`src/sv/proto_route_table_with_aging_assert.svh`:
```
// Assertion macros for the route table RTL.
// Depends on a clock named clk and an active-low reset named arst_n in the user's scope.
`ifndef PROTO_ROUTE_TABLE_WITH_AGING_ASSERT_SVH
`define PROTO_ROUTE_TABLE_WITH_AGING_ASSERT_SVH

// The consequent must hold in the same cycle as the antecedent.
`define PRT_ASSERT_NOW(label, ante, cons, msg) \
	label: assert property (@(posedge clk) disable iff (!arst_n) (ante) |-> (cons)) \
		else $error(msg);

// The consequent must hold in the cycle after the antecedent.
`define PRT_ASSERT_NEXT(label, ante, cons, msg) \
	label: assert property (@(posedge clk) disable iff (!arst_n) (ante) |=> (cons)) \
		else $error(msg);

`endif

```
`src/sv/prt_pkg.sv`:
```
// Types and codes for the protocol route table.
// No dependencies; used by prt_cell and proto_route_table_with_aging.
package prt_pkg;

	localparam int unsigned KEY_W   = 8;
	localparam int unsigned STACK_W = 8;
	localparam int unsigned AGE_W   = 8;

	typedef logic [1:0] op_t;
	typedef logic [1:0] status_t;

	localparam op_t OP_INSERT = 2'd0;
	localparam op_t OP_FIND   = 2'd1;
	localparam op_t OP_AGE    = 2'd2;

	localparam status_t STAT_OK        = 2'd0;
	localparam status_t STAT_NOT_FOUND = 2'd1;
	localparam status_t STAT_FULL      = 2'd2;

	localparam logic [AGE_W-1:0] MAX_AGE_RESET = 8'd3;

	typedef struct packed {
		op_t                operation;
		logic [KEY_W-1:0]   proto_key;
		logic [STACK_W-1:0] stack_in;
	} req_t;

	typedef struct packed {
		status_t            status;
		logic [STACK_W-1:0] stack_out;
	} rsp_t;

	// Running state handed from one cell to the next, lowest entry first.
	typedef struct packed {
		logic               hit;
		logic               free;
		logic [STACK_W-1:0] stack;
	} link_t;

	typedef enum logic {
		S_IDLE,
		S_EXEC
	} state_t;

endpackage

```
`src/sv/proto_route_table_with_aging.sv`:
```
// Top level of the protocol route table: command register, chain of entry cells, result register.
// Depends on prt_pkg, prt_cell and proto_route_table_with_aging_assert.svh.
//
//  channel | signals                          | payload
//  --------+----------------------------------+-------------------------------
//  in      | in_valid / in_ready              | in_data  (operation, key, stack)
//  out     | out_valid / out_ready            | out_data (status, stack_out)
//  cfg     | cfg_we                           | cfg_wdata (max_age)
//
// Each word is first captured; then, in the execute state, every cell compares its key
// and the hit/free priority chain ripples from entry 0 to the last entry before commit.
// The result then sits in an output register; a new word is taken once the result is
// registered, even if the previous result has not yet been taken.
// A stalled output holds the command in its execute state until the register frees up.
// Reset clears all valid flags at once and sets max_age to 3.
module proto_route_table_with_aging #(
	parameter int unsigned ENTRIES = 16
) (
	input  logic                          clk,
	input  logic                          arst_n,
	input  logic                          in_valid,
	output logic                          in_ready,
	input  prt_pkg::req_t                 in_data,
	output logic                          out_valid,
	input  logic                          out_ready,
	output prt_pkg::rsp_t                 out_data,
	input  logic                          cfg_we,
	input  logic [prt_pkg::AGE_W-1:0]     cfg_wdata
);

	`include "proto_route_table_with_aging_assert.svh"

	prt_pkg::state_t               state_q;
	prt_pkg::state_t               state_nxt;
	prt_pkg::req_t                 cmd_s1;
	logic [prt_pkg::AGE_W-1:0]     max_age_q;
	logic                          out_valid_q;
	prt_pkg::rsp_t                 out_data_q;
	prt_pkg::rsp_t                 rsp;
	logic                          accept;
	logic                          advance;
	prt_pkg::link_t                links [ENTRIES+1];

	assign accept  = in_valid && in_ready;
	assign advance = (state_q == prt_pkg::S_EXEC) && (!out_valid_q || out_ready);

	always_comb begin
		state_nxt = state_q;
		in_ready  = 1'b0;
		unique case (state_q)
			prt_pkg::S_IDLE: begin
				in_ready = 1'b1;
				if (in_valid) begin
					state_nxt = prt_pkg::S_EXEC;
				end
			end
			prt_pkg::S_EXEC: begin
				if (advance) begin
					state_nxt = prt_pkg::S_IDLE;
				end
			end
			default: begin
				state_nxt = prt_pkg::S_IDLE;
			end
		endcase
	end

	always_ff @(posedge clk or negedge arst_n) begin
		if (!arst_n) begin
			state_q <= prt_pkg::S_IDLE;
		end else begin
			state_q <= state_nxt;
		end
	end

	always_ff @(posedge clk) begin
		if (accept) begin
			cmd_s1 <= in_data;
		end
	end

	always_ff @(posedge clk or negedge arst_n) begin
		if (!arst_n) begin
			max_age_q <= prt_pkg::MAX_AGE_RESET;
		end else if (cfg_we) begin
			max_age_q <= cfg_wdata;
		end
	end

	assign links[0] = '0;

	for (genvar i = 0; i < ENTRIES; i++) begin : g_cell
		prt_cell u_cell (
			.clk      (clk),
			.arst_n   (arst_n),
			.cmd      (cmd_s1),
			.max_age  (max_age_q),
			.commit   (advance),
			.any_hit  (links[ENTRIES].hit),
			.link_in  (links[i]),
			.link_out (links[i+1])
		);
	end

	always_comb begin
		rsp.status    = prt_pkg::STAT_OK;
		rsp.stack_out = '0;
		case (cmd_s1.operation)
			prt_pkg::OP_INSERT: begin
				if (!links[ENTRIES].hit && !links[ENTRIES].free) begin
					rsp.status = prt_pkg::STAT_FULL;
				end
			end
			prt_pkg::OP_FIND: begin
				if (links[ENTRIES].hit) begin
					rsp.stack_out = links[ENTRIES].stack;
				end else begin
					rsp.status = prt_pkg::STAT_NOT_FOUND;
				end
			end
			default: begin
			end
		endcase
	end

	always_ff @(posedge clk or negedge arst_n) begin
		if (!arst_n) begin
			out_valid_q <= 1'b0;
		end else if (advance) begin
			out_valid_q <= 1'b1;
		end else if (out_ready) begin
			out_valid_q <= 1'b0;
		end
	end

	always_ff @(posedge clk) begin
		if (advance) begin
			out_data_q <= rsp;
		end
	end

	assign out_valid = out_valid_q;
	assign out_data  = out_data_q;

	`PRT_ASSERT_NEXT(a_accept_exec, accept, state_q == prt_pkg::S_EXEC, "accepted word did not enter execute")
	`PRT_ASSERT_NEXT(a_exec_result, advance, out_valid_q, "executed word produced no result")
	`PRT_ASSERT_NOW(a_miss_zero, out_valid_q && (out_data_q.status == prt_pkg::STAT_NOT_FOUND), out_data_q.stack_out == '0, "miss carries a nonzero stack id")

endmodule

```
`src/sv/prt_cell.sv`:
```
// One table entry: valid flag, key, stack id and age, plus its link in the priority chain.
// Depends on prt_pkg.
module prt_cell (
	input  logic                         clk,
	input  logic                         arst_n,
	input  prt_pkg::req_t                cmd,
	input  logic [prt_pkg::AGE_W-1:0]    max_age,
	input  logic                         commit,
	input  logic                         any_hit,
	input  prt_pkg::link_t               link_in,
	output prt_pkg::link_t               link_out
);

	logic                           valid_q;
	logic [prt_pkg::KEY_W-1:0]      key_q;
	logic [prt_pkg::STACK_W-1:0]    stack_q;
	logic [prt_pkg::AGE_W-1:0]      age_q;

	logic match;
	logic hit_here;
	logic claim_free;
	logic refresh;
	logic fill;
	logic age_tick;

	assign match      = valid_q && (key_q == cmd.proto_key);
	assign hit_here   = match && !link_in.hit;
	assign claim_free = !valid_q && !link_in.free;

	assign link_out.hit   = link_in.hit | match;
	assign link_out.free  = link_in.free | !valid_q;
	assign link_out.stack = link_in.stack | (hit_here ? stack_q : '0);

	always_comb begin
		refresh  = 1'b0;
		fill     = 1'b0;
		age_tick = 1'b0;
		unique case (cmd.operation)
			prt_pkg::OP_INSERT: begin
				refresh = commit && hit_here;
				fill    = commit && !any_hit && claim_free;
			end
			prt_pkg::OP_AGE: begin
				age_tick = commit && valid_q;
			end
			default: begin
			end
		endcase
	end

	always_ff @(posedge clk or negedge arst_n) begin
		if (!arst_n) begin
			valid_q <= 1'b0;
		end else if (fill) begin
			valid_q <= 1'b1;
		end else if (age_tick && (age_q == '0)) begin
			valid_q <= 1'b0;
		end
	end

	always_ff @(posedge clk) begin
		if (fill) begin
			key_q <= cmd.proto_key;
		end
		if (fill || refresh) begin
			stack_q <= cmd.stack_in;
			age_q   <= max_age;
		end else if (age_tick && (age_q != '0)) begin
			age_q <= age_q - prt_pkg::AGE_W'(1);
		end
	end

endmodule

```
`config.mk`:
```
export PLATFORM = sky130hd
export DESIGN_NAME = proto_route_table_with_aging
export DESIGN_NICKNAME = d
export VERILOG_FILES = /design/src/sv/prt_pkg.sv /design/src/sv/proto_route_table_with_aging.sv /design/src/sv/prt_cell.sv
export VERILOG_INCLUDE_DIRS = /design/src /design/src/sv
export SDC_FILE = /design/constraint.sdc
export NUM_CORES = 1
export LEC_CHECK = 0
export BUFFER_PORTS_ARGS = -buffer_cell sky130_fd_sc_hd__buf_2
export CELL_PAD_IN_SITES_DETAIL_PLACEMENT = 0
export CELL_PAD_IN_SITES_GLOBAL_PLACEMENT = 2
export CORE_MARGIN = 2
export CORE_UTILIZATION = 31
export DETAILED_ROUTE_END_ITERATION = 10
export PLACE_DENSITY_LB_ADDON = 0.1
export SYNTH_ARGS = -nofsm -noshare
export SYNTH_HDL_FRONTEND = slang
export SYNTH_SLANG_ARGS = --single-unit
```
`constraint.sdc`:
```
create_clock -name clk -period 4.5 [get_ports clk]
set_input_delay 0.675 -clock clk [delete_from_list [all_inputs] [get_ports clk]]
set_output_delay 0.675 -clock clk [all_outputs]
set_load 0.005 [all_outputs]
```
==> results of run 1 <==
-- power groups by stage --
stage	clock (µW)	sequential [µW]	combinational, µW
after CTS	4360	5030	1150
final	4220	5020	1120
after global routing	4490	5050	1230
after global placement	0	5110	1140
after floorplan	0	4990	701
after detailed placement	0	5110	1140
-- placed cells by master (no fill, tap or decap), drive strengths merged, types with 41 or more instances in the layout --
cell    netlist  final
clkbuf       37     84
buf          23    129
a22oi        41     41
a21oi        42     42
nor3         51     51
nand3        44     44
mux2         45     45
edfxtp      412    412
nor2        103    103
nand2        99     99
xor2         56     56
o21ai        41     41
inv          56     60
xnor2       168    168
-- state kept, by name (all words and copies together) (netlist names) --
name	flops
g_cell.u_cell.age_q	128
g_cell.u_cell.key_q	128
g_cell.u_cell.stack_q	128
cmd_s1	18
g_cell.u_cell.valid_q	16
out_data	10
max_age_q	8
out_valid	1
state_q	1
-- worst reg2reg max path: cells and delay by family (launching register included) --
kind | cells | cell delay [ns]
AND/OR/NAND/NOR | 6 | 2.24
flip-flops | 1 | 0.54
buffers and inverters | 2 | 0.44
AO/OA/AOI/OAI | 1 | 0.41
XOR/XNOR | 1 | 0.17
-- worst max path at each step --
stage | startpoint | end | slack (ns) | depth (start not counted)
after floorplan | cmd_s1[9] | g_cell[9].u_cell.stack_q[0] | 0.35 | 11
final | cmd_s1[9] | g_cell[7].u_cell.age_q[5] | 0.31 | 10
after global routing | cmd_s1[8] | g_cell[3].u_cell.age_q[4] | 0.03 | 10
after global placement | cmd_s1[12] | g_cell[7].u_cell.age_q[4] | 0.35 | 10
after detailed placement | cmd_s1[8] | g_cell[14].u_cell.age_q[0] | 0.26 | 9
after CTS | cmd_s1[8] | g_cell[14].u_cell.age_q[0] | 0.24 | 9
-- cell type report --
type	count	area (µm²)	area share
Clock inverter	16	178	0.00738
Clock buffer	84	1520	0.0633
Inverter	57	214	0.00889
Tap cell	864	1080	0.0449
Sequential cell	438	13000	0.541
Timing Repair Buffer	129	951	0.0395
Multi-Input combinational cell	994	7100	0.295
-- stage by stage --
step                power (µW)  instances  instance area [µm²]
floorplan                 5690       1549                20600
global placement          6260       2480                22300
detailed placement        6260       2480                22300
CTS                      10500       2580                24000
global route             10800       2582                24100
finish                   10400       2582                24100
-- logic make-up after synthesis --
group,share of synthesized area
and+or+nand+nor,0.117
DFF,0.634
xor gates and xnor gates,0.0954
AOI/OAI and AO/OA,0.0694
buffers and inverters,0.0246
muxes,0.0408
adders and majority gates,0.0195
-- layer usage --
layer  wire length [µm]  vias up
met4               1140        0
met1              27100     6471
met5                  0        -
li1                   -     6043
met3               1870       70
met2              29000      192
-- timing repair --
item	CTS	global route
hold buffers	0	0
buffers inserted	0	2
endpoints found under the setup margin	0	8
==> results.toml, run 1 <==
[status]
status = "completed"

[cells_and_area]
fillers = 6380
n_antenna_cell = 0
synthToLayoutAreaGrowth_pct = 17.1
finish.utilization = 0.366
layout.nets = 1736
drive_gt1_frac = 0.165

[logic_synthesis]
synthCells = 1549
synth_area_mm2 = 0.0206
ys_seq_area_frac = 0.634
yosys.area.top_type = "edfxtp_1"
ys_ff_latch = 438
synth_area_leaders = "edfxtp_1, xnor2_1, dfrtp_1"
yosys.area.top_type_share = 0.602
synth.avg_cell_area_um2 = 13.3
synth_warnings = 0
async_reset_ff_frac = 0.0594
syn_nets = 1612
synth_commonest_cells = "edfxtp_1, xnor2_1, nor2_1"
yosysMostFrequentCell = "edfxtp_1"
synth-edff-count = 412
synth-main-ff-cell = "edfxtp_1"
ys_types = 64

[route]
postRouteAntennaNets = 0
avgRoutedWirePerCell_um = 22.9
routed_wl_um = 59100
remaining_drc_errors = 0
first_pass_iters = 5
via_per_inst = 4.95
drtIter0Drc = 783
vias = 12800

[global_route]
busiest_layer = "met2"
grt_pass1_vias = 13100
grt_first_pass_wirelength_um = 87500
antenna_found_initial = 1
grt_max_degree = 31
use_met2 = 0.299
use_met3 = 0.0244
grt_overflow_total = 0
gr-usage-all-layers = 0.174
use_met1 = 0.231

[timing]
rsz0062_at_grt = "false"
fin_ws_ns = 0.310
fmax_mhz = 239
tns_ns = 0
max_slew_margin = 0.179
hold_violations = 0
whs_ns = 0.152
worst_slew_pin_slew_ns = 1.22
setup_viol = 0
clock_skew_ns = 0.0152
slew_viol_final = 0
fin_crit_sh = 0.931
fin_crit_ns = 4.19

[setup_path]
cp-end-kind = "register"
r2r_start = "cmd_s1[9]"
path_class = "reg -> reg"
max_stage_delay_ns = 0.59
start_kind = "register"
ff2ff_path_depth = 10
arrival_ns = 4.41
critPathBufInv = 2
cp_top_family = "simple AND/OR/NAND/NOR gates"
r2r_end = "g_cell[7].u_cell.age_q[5]"
worstPathRequired_ns = 4.72
worstPathMaxFanout = 27
cp_slowest_cell = "nor4b_2"
regToRegSetupSlack_ns = 0.31
crit_chain = "buf_12, xnor2_1, nand4_1, nor3_1, or4_1, buf_4, nor4b_2, nand3_1, or2_2, o211ai_1"

[clock_network]
cts.clk_slew.worst_paths_ns = 0.06
cts-htree-levels = 2
cts.sinks = 438
clk_path_buf_depth = 3
cts_made_buffers = 53
post_cts_resized = 0
cts_tree = "done"
clk_latency_ns = 0.61
cts_root_buf = "clkbuf_16"

[placed_design]
numPortBuffers = 42
place_worst_setup_slack_ns = 0.262
hpwlAfterDp_um = 42300
gp_congestion = 0.761

[die]
placementRows = 94
core_mm2 = 0.0657
boundaryPins = 43
floorplan.initialDensity = 0.313
die-area_mm2 = 0.0684
die_width_um = 262
die_h_um = 262

[power]
pwr-share-comb = 0.108
p_int_uw = 7670
power_switching_uw = 2680
p_clk_frac = 0.407
p_leak_uw = 0.00811
ir_worst_vdd_mv = 0.262
seq_power_share = 0.485
power.density_mw_per_mm2 = 430
swShare = 0.259

[hold_path]
hold_path.class = "in -> async"

[flow_run]
max_cap_viol_count = 0
Power figures use the tool's default switching activity.
==> run 2, diff against run 1 <==
- BUFFER_PORTS_ARGS: -buffer_cell sky130_fd_sc_hd__buf_2 -> default
- CORE_UTILIZATION: 31 -> 45
- DONT_BUFFER_PORTS: default -> 1
- SETUP_SLACK_MARGIN: default -> 0.4
==> run 2 against run 1 <==
Net effect:
- total power down 2.2%
- die area is 31% lower
- register-to-register slack better by 0.27 ns
- global-route usage up 5.7 points
- worst setup slack improved by 0.27 ns
- sequential power is essentially flat
- sequential share of layout area grew 1.2 points
- routed wire length shrank 9.3%
- largest cell class unchanged
- largest power group unchanged
- highest routed layer unchanged
==> results.toml, run 2 (same netlist as run 1, synthesis figures left out) <==
[route]
remaining_drc_errors = 0
via_per_inst = 5.57
first_pass_iters = 5
drtIter0Drc = 888
vias = 12700
routed_wl_um = 53600
avgRoutedWirePerCell_um = 23.6
postRouteAntennaNets = 0

[die]
die_h_um = 218
core_mm2 = 0.0453
floorplan.initialDensity = 0.454
die_width_um = 218
placementRows = 78
die-area_mm2 = 0.0474
boundaryPins = 43

[timing]
clock_skew_ns = 0.0181
setup_viol = 0
fmax_mhz = 255
slew_viol_final = 0
tns_ns = 0
hold_violations = 0
fin_crit_sh = 0.870
rsz0062_at_grt = "false"
worst_slew_pin_slew_ns = 1.18
max_slew_margin = 0.209
fin_crit_ns = 3.92

[setup_path]
crit_chain = "buf_4, xnor2_1, nand4_2, nor3_2, or4_1, or4b_1, buf_4, or3_1, buf_4, nand2_2"
start_kind = "register"
path_class = "reg -> reg"
worstPathRequired_ns = 4.78
cp_slowest_cell = "or4_1"
worstPathMaxFanout = 22
arrival_ns = 4.20
critPathBufInv = 3
crit_top_cell = "buf_4"
max_stage_delay_ns = 0.70
cp-end-kind = "register"
cp_top_family = "simple AND/OR/NAND/NOR gates"

[global_route]
grt_first_pass_wirelength_um = 81800
grt_max_degree = 33
antenna_found_initial = 1
grt_overflow_total = 0
grt_pass1_vias = 12800
gr-usage-all-layers = 0.232

[cells_and_area]
layout.nets = 1697
drive_gt1_frac = 0.153
design_area_mm2 = 0.0235
layout_common_cells = "edfxtp_1, xnor2_1, nor2_1"
synthToLayoutAreaGrowth_pct = 14.5
largestRegisters = "g_cell.u_cell.age_q: 128 flops, g_cell.u_cell.key_q: 128 flops, g_cell.u_cell.stack_q: 128 flops"
final_common_cell = "edfxtp_1"

[power]
p_total_uw = 10100
p_clk_frac = 0.398
swShare = 0.256
power.density_mw_per_mm2 = 430
pwr-share-comb = 0.106
p_leak_uw = 0.00790
ir_worst_vdd_mv = 0.273
p_int_uw = 7530
power_switching_uw = 2590
seq_power_share = 0.496

[clock_network]
clk_path_buf_depth = 3
cts_tree = "done"
cts.clk_slew.worst_paths_ns = 0.06
cts_root_buf = "clkbuf_16"
cts.sinks = 438
cts_made_buffers = 49
clk_latency_ns = 0.60
cts-htree-levels = 2

[placed_design]
numPortBuffers = 0
gp_congestion = 0.814
hpwlAfterDp_um = 36900
dpl_cell_area_mm2 = 0.0216

[flow_run]
max_cap_viol_count = 0

[status]
status = "completed"

[hold_path]
hold_path.class = "in -> reg"
[run 2: changes by cell type in the layout (fill, tap and decap cells not counted), sizes merged]
cell	delta
buf	-36
bufinv	+1
clkbuf	-18
clkinv	+6
clkinvlp	+5
diode	+1
dlygate4sd3	+1
inv	-4
[run 2: layout make-up]
type | count | area (µm²)
fill | 3951 | 21800
sequential | 438 | 13000
multi-input combinational | 994 | 7120
clock buffer | 66 | 1360
timing repair buffer | 94 | 795
tap | 600 | 751
clock inverter | 24 | 249
inverter | 57 | 225
antenna | 1 | 2.50
[run 2: stage by stage]
| step | utilization | hold slack [ns] | cells | worst slack (ns) |
|---|---|---|---|---|
| after floorplan | - | 0.379 | 1549 | 0.613 |
| after detailed placement | 0.478 | 0.382 | 2162 | 0.219 |
| after global routing | 0.520 | 0.146 | 2274 | 0.402 |
| final | 0.520 | 0.140 | 2274 | 0.583 |
| after CTS | 0.516 | 0.107 | 2261 | 0.427 |
| after global placement | 0.478 | 0.382 | 2162 | 0.272 |
[run 2: path summary, 6_finish.rpt]
path,from,end,slack (ns),cells after the start
worst min-delay path,cfg_we,max_age_q[0],0.14,1
worst min register to register,out_valid,out_valid,0.53,2
min in group asynchronous,arst_n,g_cell[15].u_cell.valid_q,0.58,2
worst max register to register,cmd_s1[15],g_cell[11].u_cell.age_q[0],0.58,10
max in group asynchronous,arst_n,max_age_q[1],3.67,2
worst max-delay path,cmd_s1[15],g_cell[11].u_cell.age_q[0],0.58,10
[run 2: what timing repair did]
action | CTS | global route
hold buffers | 2 | 0
endpoints found under the hold margin | 26 | 0
gates resized for setup | 6 | 10
buffers inserted | 7 | 12
endpoints found under the setup margin | 155 | 234
pin swaps | 2 | 3
[run 2: metal layers]
layer,global-route usage,vias up,share of wire
li1,-,5965,-
met3,0.0356,89,0.049
met5,0,-,0
met1,0.315,6316,0.45
met2,0.384,301,0.48
met4,0.0687,0,0.026
[run 2: power by group through the flow]
stage | Combinational [µW] | Clock [µW] | Sequential, µW
global route | 1180 | 4280 | 5040
finish | 1070 | 4030 | 5020
detailed placement | 1020 | 0 | 5110
global placement | 1020 | 0 | 5110
CTS | 1050 | 4130 | 5030
floorplan | 702 | 0 | 4990
==> run 3, diff against run 2 <==
- CORE_UTILIZATION: 45 -> 41
- clock period: 4.5 -> 3.2 ns (I/O delays scaled with it)
==> run 3 against run 2 <==
Net effect:
- the run now ends with setup timing left
- global-route usage decreased by 0.96 points
- worst setup slack got worse by 0.86 ns
- highest routed layer unchanged
- via count increased by 7.1%
- sequential share of layout area is 6.3 points lower
- combinational power increased by 110%
- total power rose by 42%
- maximum frequency up 13%
- routed wire length is 7.2% higher
- largest cell class unchanged
- sequential cell count is the same
- first-iteration DRC count shrank 8.3%
==> results.toml, run 3 (same netlist as run 1, synthesis figures left out) <==
[status]
status = "complete, but fails checks"
violations = "setup timing"

[global_route]
gr-usage-all-layers = 0.222
antenna_found_initial = 0
grt_max_degree = 27
grt_pass1_vias = 13700
grt_overflow_total = 0
grt_first_pass_wirelength_um = 86900

[die]
die-area_mm2 = 0.0520
placementRows = 82
core_mm2 = 0.0499
floorplan.initialDensity = 0.412
die_width_um = 228
boundaryPins = 43
die_h_um = 228

[power]
seq_power_share = 0.487
power_switching_uw = 3810
power.density_mw_per_mm2 = 541
p_clk_frac = 0.360
pwr-share-comb = 0.153
swShare = 0.265
p_leak_uw = 0.00930
ir_worst_vdd_mv = 0.340
p_int_uw = 10600

[route]
vias = 13600
via_per_inst = 5.31
drtIter0Drc = 814
postRouteAntennaNets = 0
avgRoutedWirePerCell_um = 22.5
remaining_drc_errors = 0
first_pass_iters = 5
routed_wl_um = 57500

[placed_design]
numPortBuffers = 0
gp_congestion = 0.821
hpwlAfterDp_um = 40300
dpl_cell_area_mm2 = 0.0234
dp_cells = 2397

[flow_run]
max_cap_viol_count = 0

[timing]
worst_slew_pin_slew_ns = 0.877
max_slew_margin = 0.413
slew_viol_final = 0
hold_violations = 0
fin_crit_ns = 3.47
fin_ws_ns = -0.274
rsz0062_at_grt = "true"
clock_skew_ns = 0.0389
setup_viol = 319
fin_crit_sh = 1.09
fmax_mhz = 288

[clock_network]
cts_tree = "done"
clk_latency_ns = 0.61
clk_path_buf_depth = 3
cts-htree-levels = 2
cts_made_buffers = 50
cts.clk_slew.worst_paths_ns = 0.06
cts.sinks = 438
cts_root_buf = "clkbuf_16"

[cells_and_area]
synthToLayoutAreaGrowth_pct = 29.2
final_common_cell = "edfxtp_1"
drive_gt1_frac = 0.287
finish.utilization = 0.533
layout.nets = 1911
design_area_mm2 = 0.0266
largestRegisters = "g_cell.u_cell.age_q: 128 flops, g_cell.u_cell.key_q: 128 flops, g_cell.u_cell.stack_q: 128 flops"
layout_common_cells = "edfxtp_1, buf_4, xnor2_1"
final_cells = 2555
n_antenna_cell = 0

[setup_path]
cp-end-kind = "register"
start_kind = "register"
path_class = "reg -> reg"
worstPathMaxFanout = 6
arrival_ns = 3.81
worstPathRequired_ns = 3.53

[hold_path]
hold_path.class = "in -> reg"
-- run 3: cell types whose count changed in the layout (fill, tap and decap cells not counted), sizes merged --
cell,before,now
dlygate4sd3,1,23
inv,56,53
clkinv,16,18
diode,1,0
clkbuf,66,72
clkinvlp,5,3
bufinv,4,0
buf,93,282
-- run 3: cell type report --
cell class	count	area [µm²]
Clock buffer	70	1350
Clock inverter	17	97.6
Fill cell	4256	23300
Inverter	57	233
Multi-Input combinational cell	994	7980
Sequential cell	438	13000
Tap cell	672	841
Timing Repair Buffer	307	3050
-- run 3: repair_timing --
action                                  CTS  global route
hold buffers                             24             0
setup buffers                            29            12
pin swaps                                21            15
resized for setup                       157            54
cloned                                    4             2
endpoints found under the hold margin    47             0
endpoints found under the setup margin  538           538
-- run 3: path summary, 6_finish.rpt --
check / from / to / slack [ns] / cells past startpoint
setup / recovery: cmd_s1[10] / g_cell[3].u_cell.age_q[5] / -0.27 / 11
hold / removal: in_valid / state_q / 0.04 / 2
setup reg to reg: cmd_s1[10] / g_cell[3].u_cell.age_q[5] / -0.27 / 11
hold reg to reg: out_valid / out_valid / 0.55 / 2
max in group asynchronous: arst_n / max_age_q[0] / 2.58 / 2
min in group asynchronous: arst_n / g_cell[1].u_cell.valid_q / 0.36 / 2
-- run 3: worst max-delay path, cell delays in order, from the launching register on --
cell      delay (ns)
edfxtp_1        0.43
buf_6           0.18
xnor2_2         0.14
nand4_2         0.14
nor3_4          0.05
or4_4           0.51
or4b_4          0.56
buf_6           0.16
or4_4           0.44
a21oi_4         0.16
buf_12          0.14
mux2_4          0.29
-- run 3: metal layers --
metal | global-route usage | routed length [µm]
met5 | 0 | 0
met3 | 0.0390 | 2560
met1 | 0.298 | 25700
met2 | 0.366 | 27400
met4 | 0.0731 | 1790
-- run 3: per-stage QoR --
| step | power, µW | setup slack [ns] | hold slack [ns] | TNS (ns) |
|---|---|---|---|---|
| global placement | 8980 | -0.452 | 0.185 | -97.95 |
| CTS | 14400 | -0.311 | 0.00816 | -46.30 |
| global route | 14900 | -0.386 | 0.0180 | -96.55 |
| detailed placement | 9000 | -0.529 | 0.187 | -126.06 |
| finish | 14400 | -0.274 | 0.0400 | -38.53 |
| floorplan | 8060 | -0.546 | 0.184 | -94.83 |
-- run 3: power groups by stage --
stage | Sequential, µW | Clock, µW | Combinational, µW
floorplan | 7020 | 0 | 1040
global placement | 7110 | 0 | 1870
detailed placement | 7110 | 0 | 1890
CTS | 7000 | 5310 | 2110
global route | 7030 | 5550 | 2360
finish | 7000 | 5180 | 2200
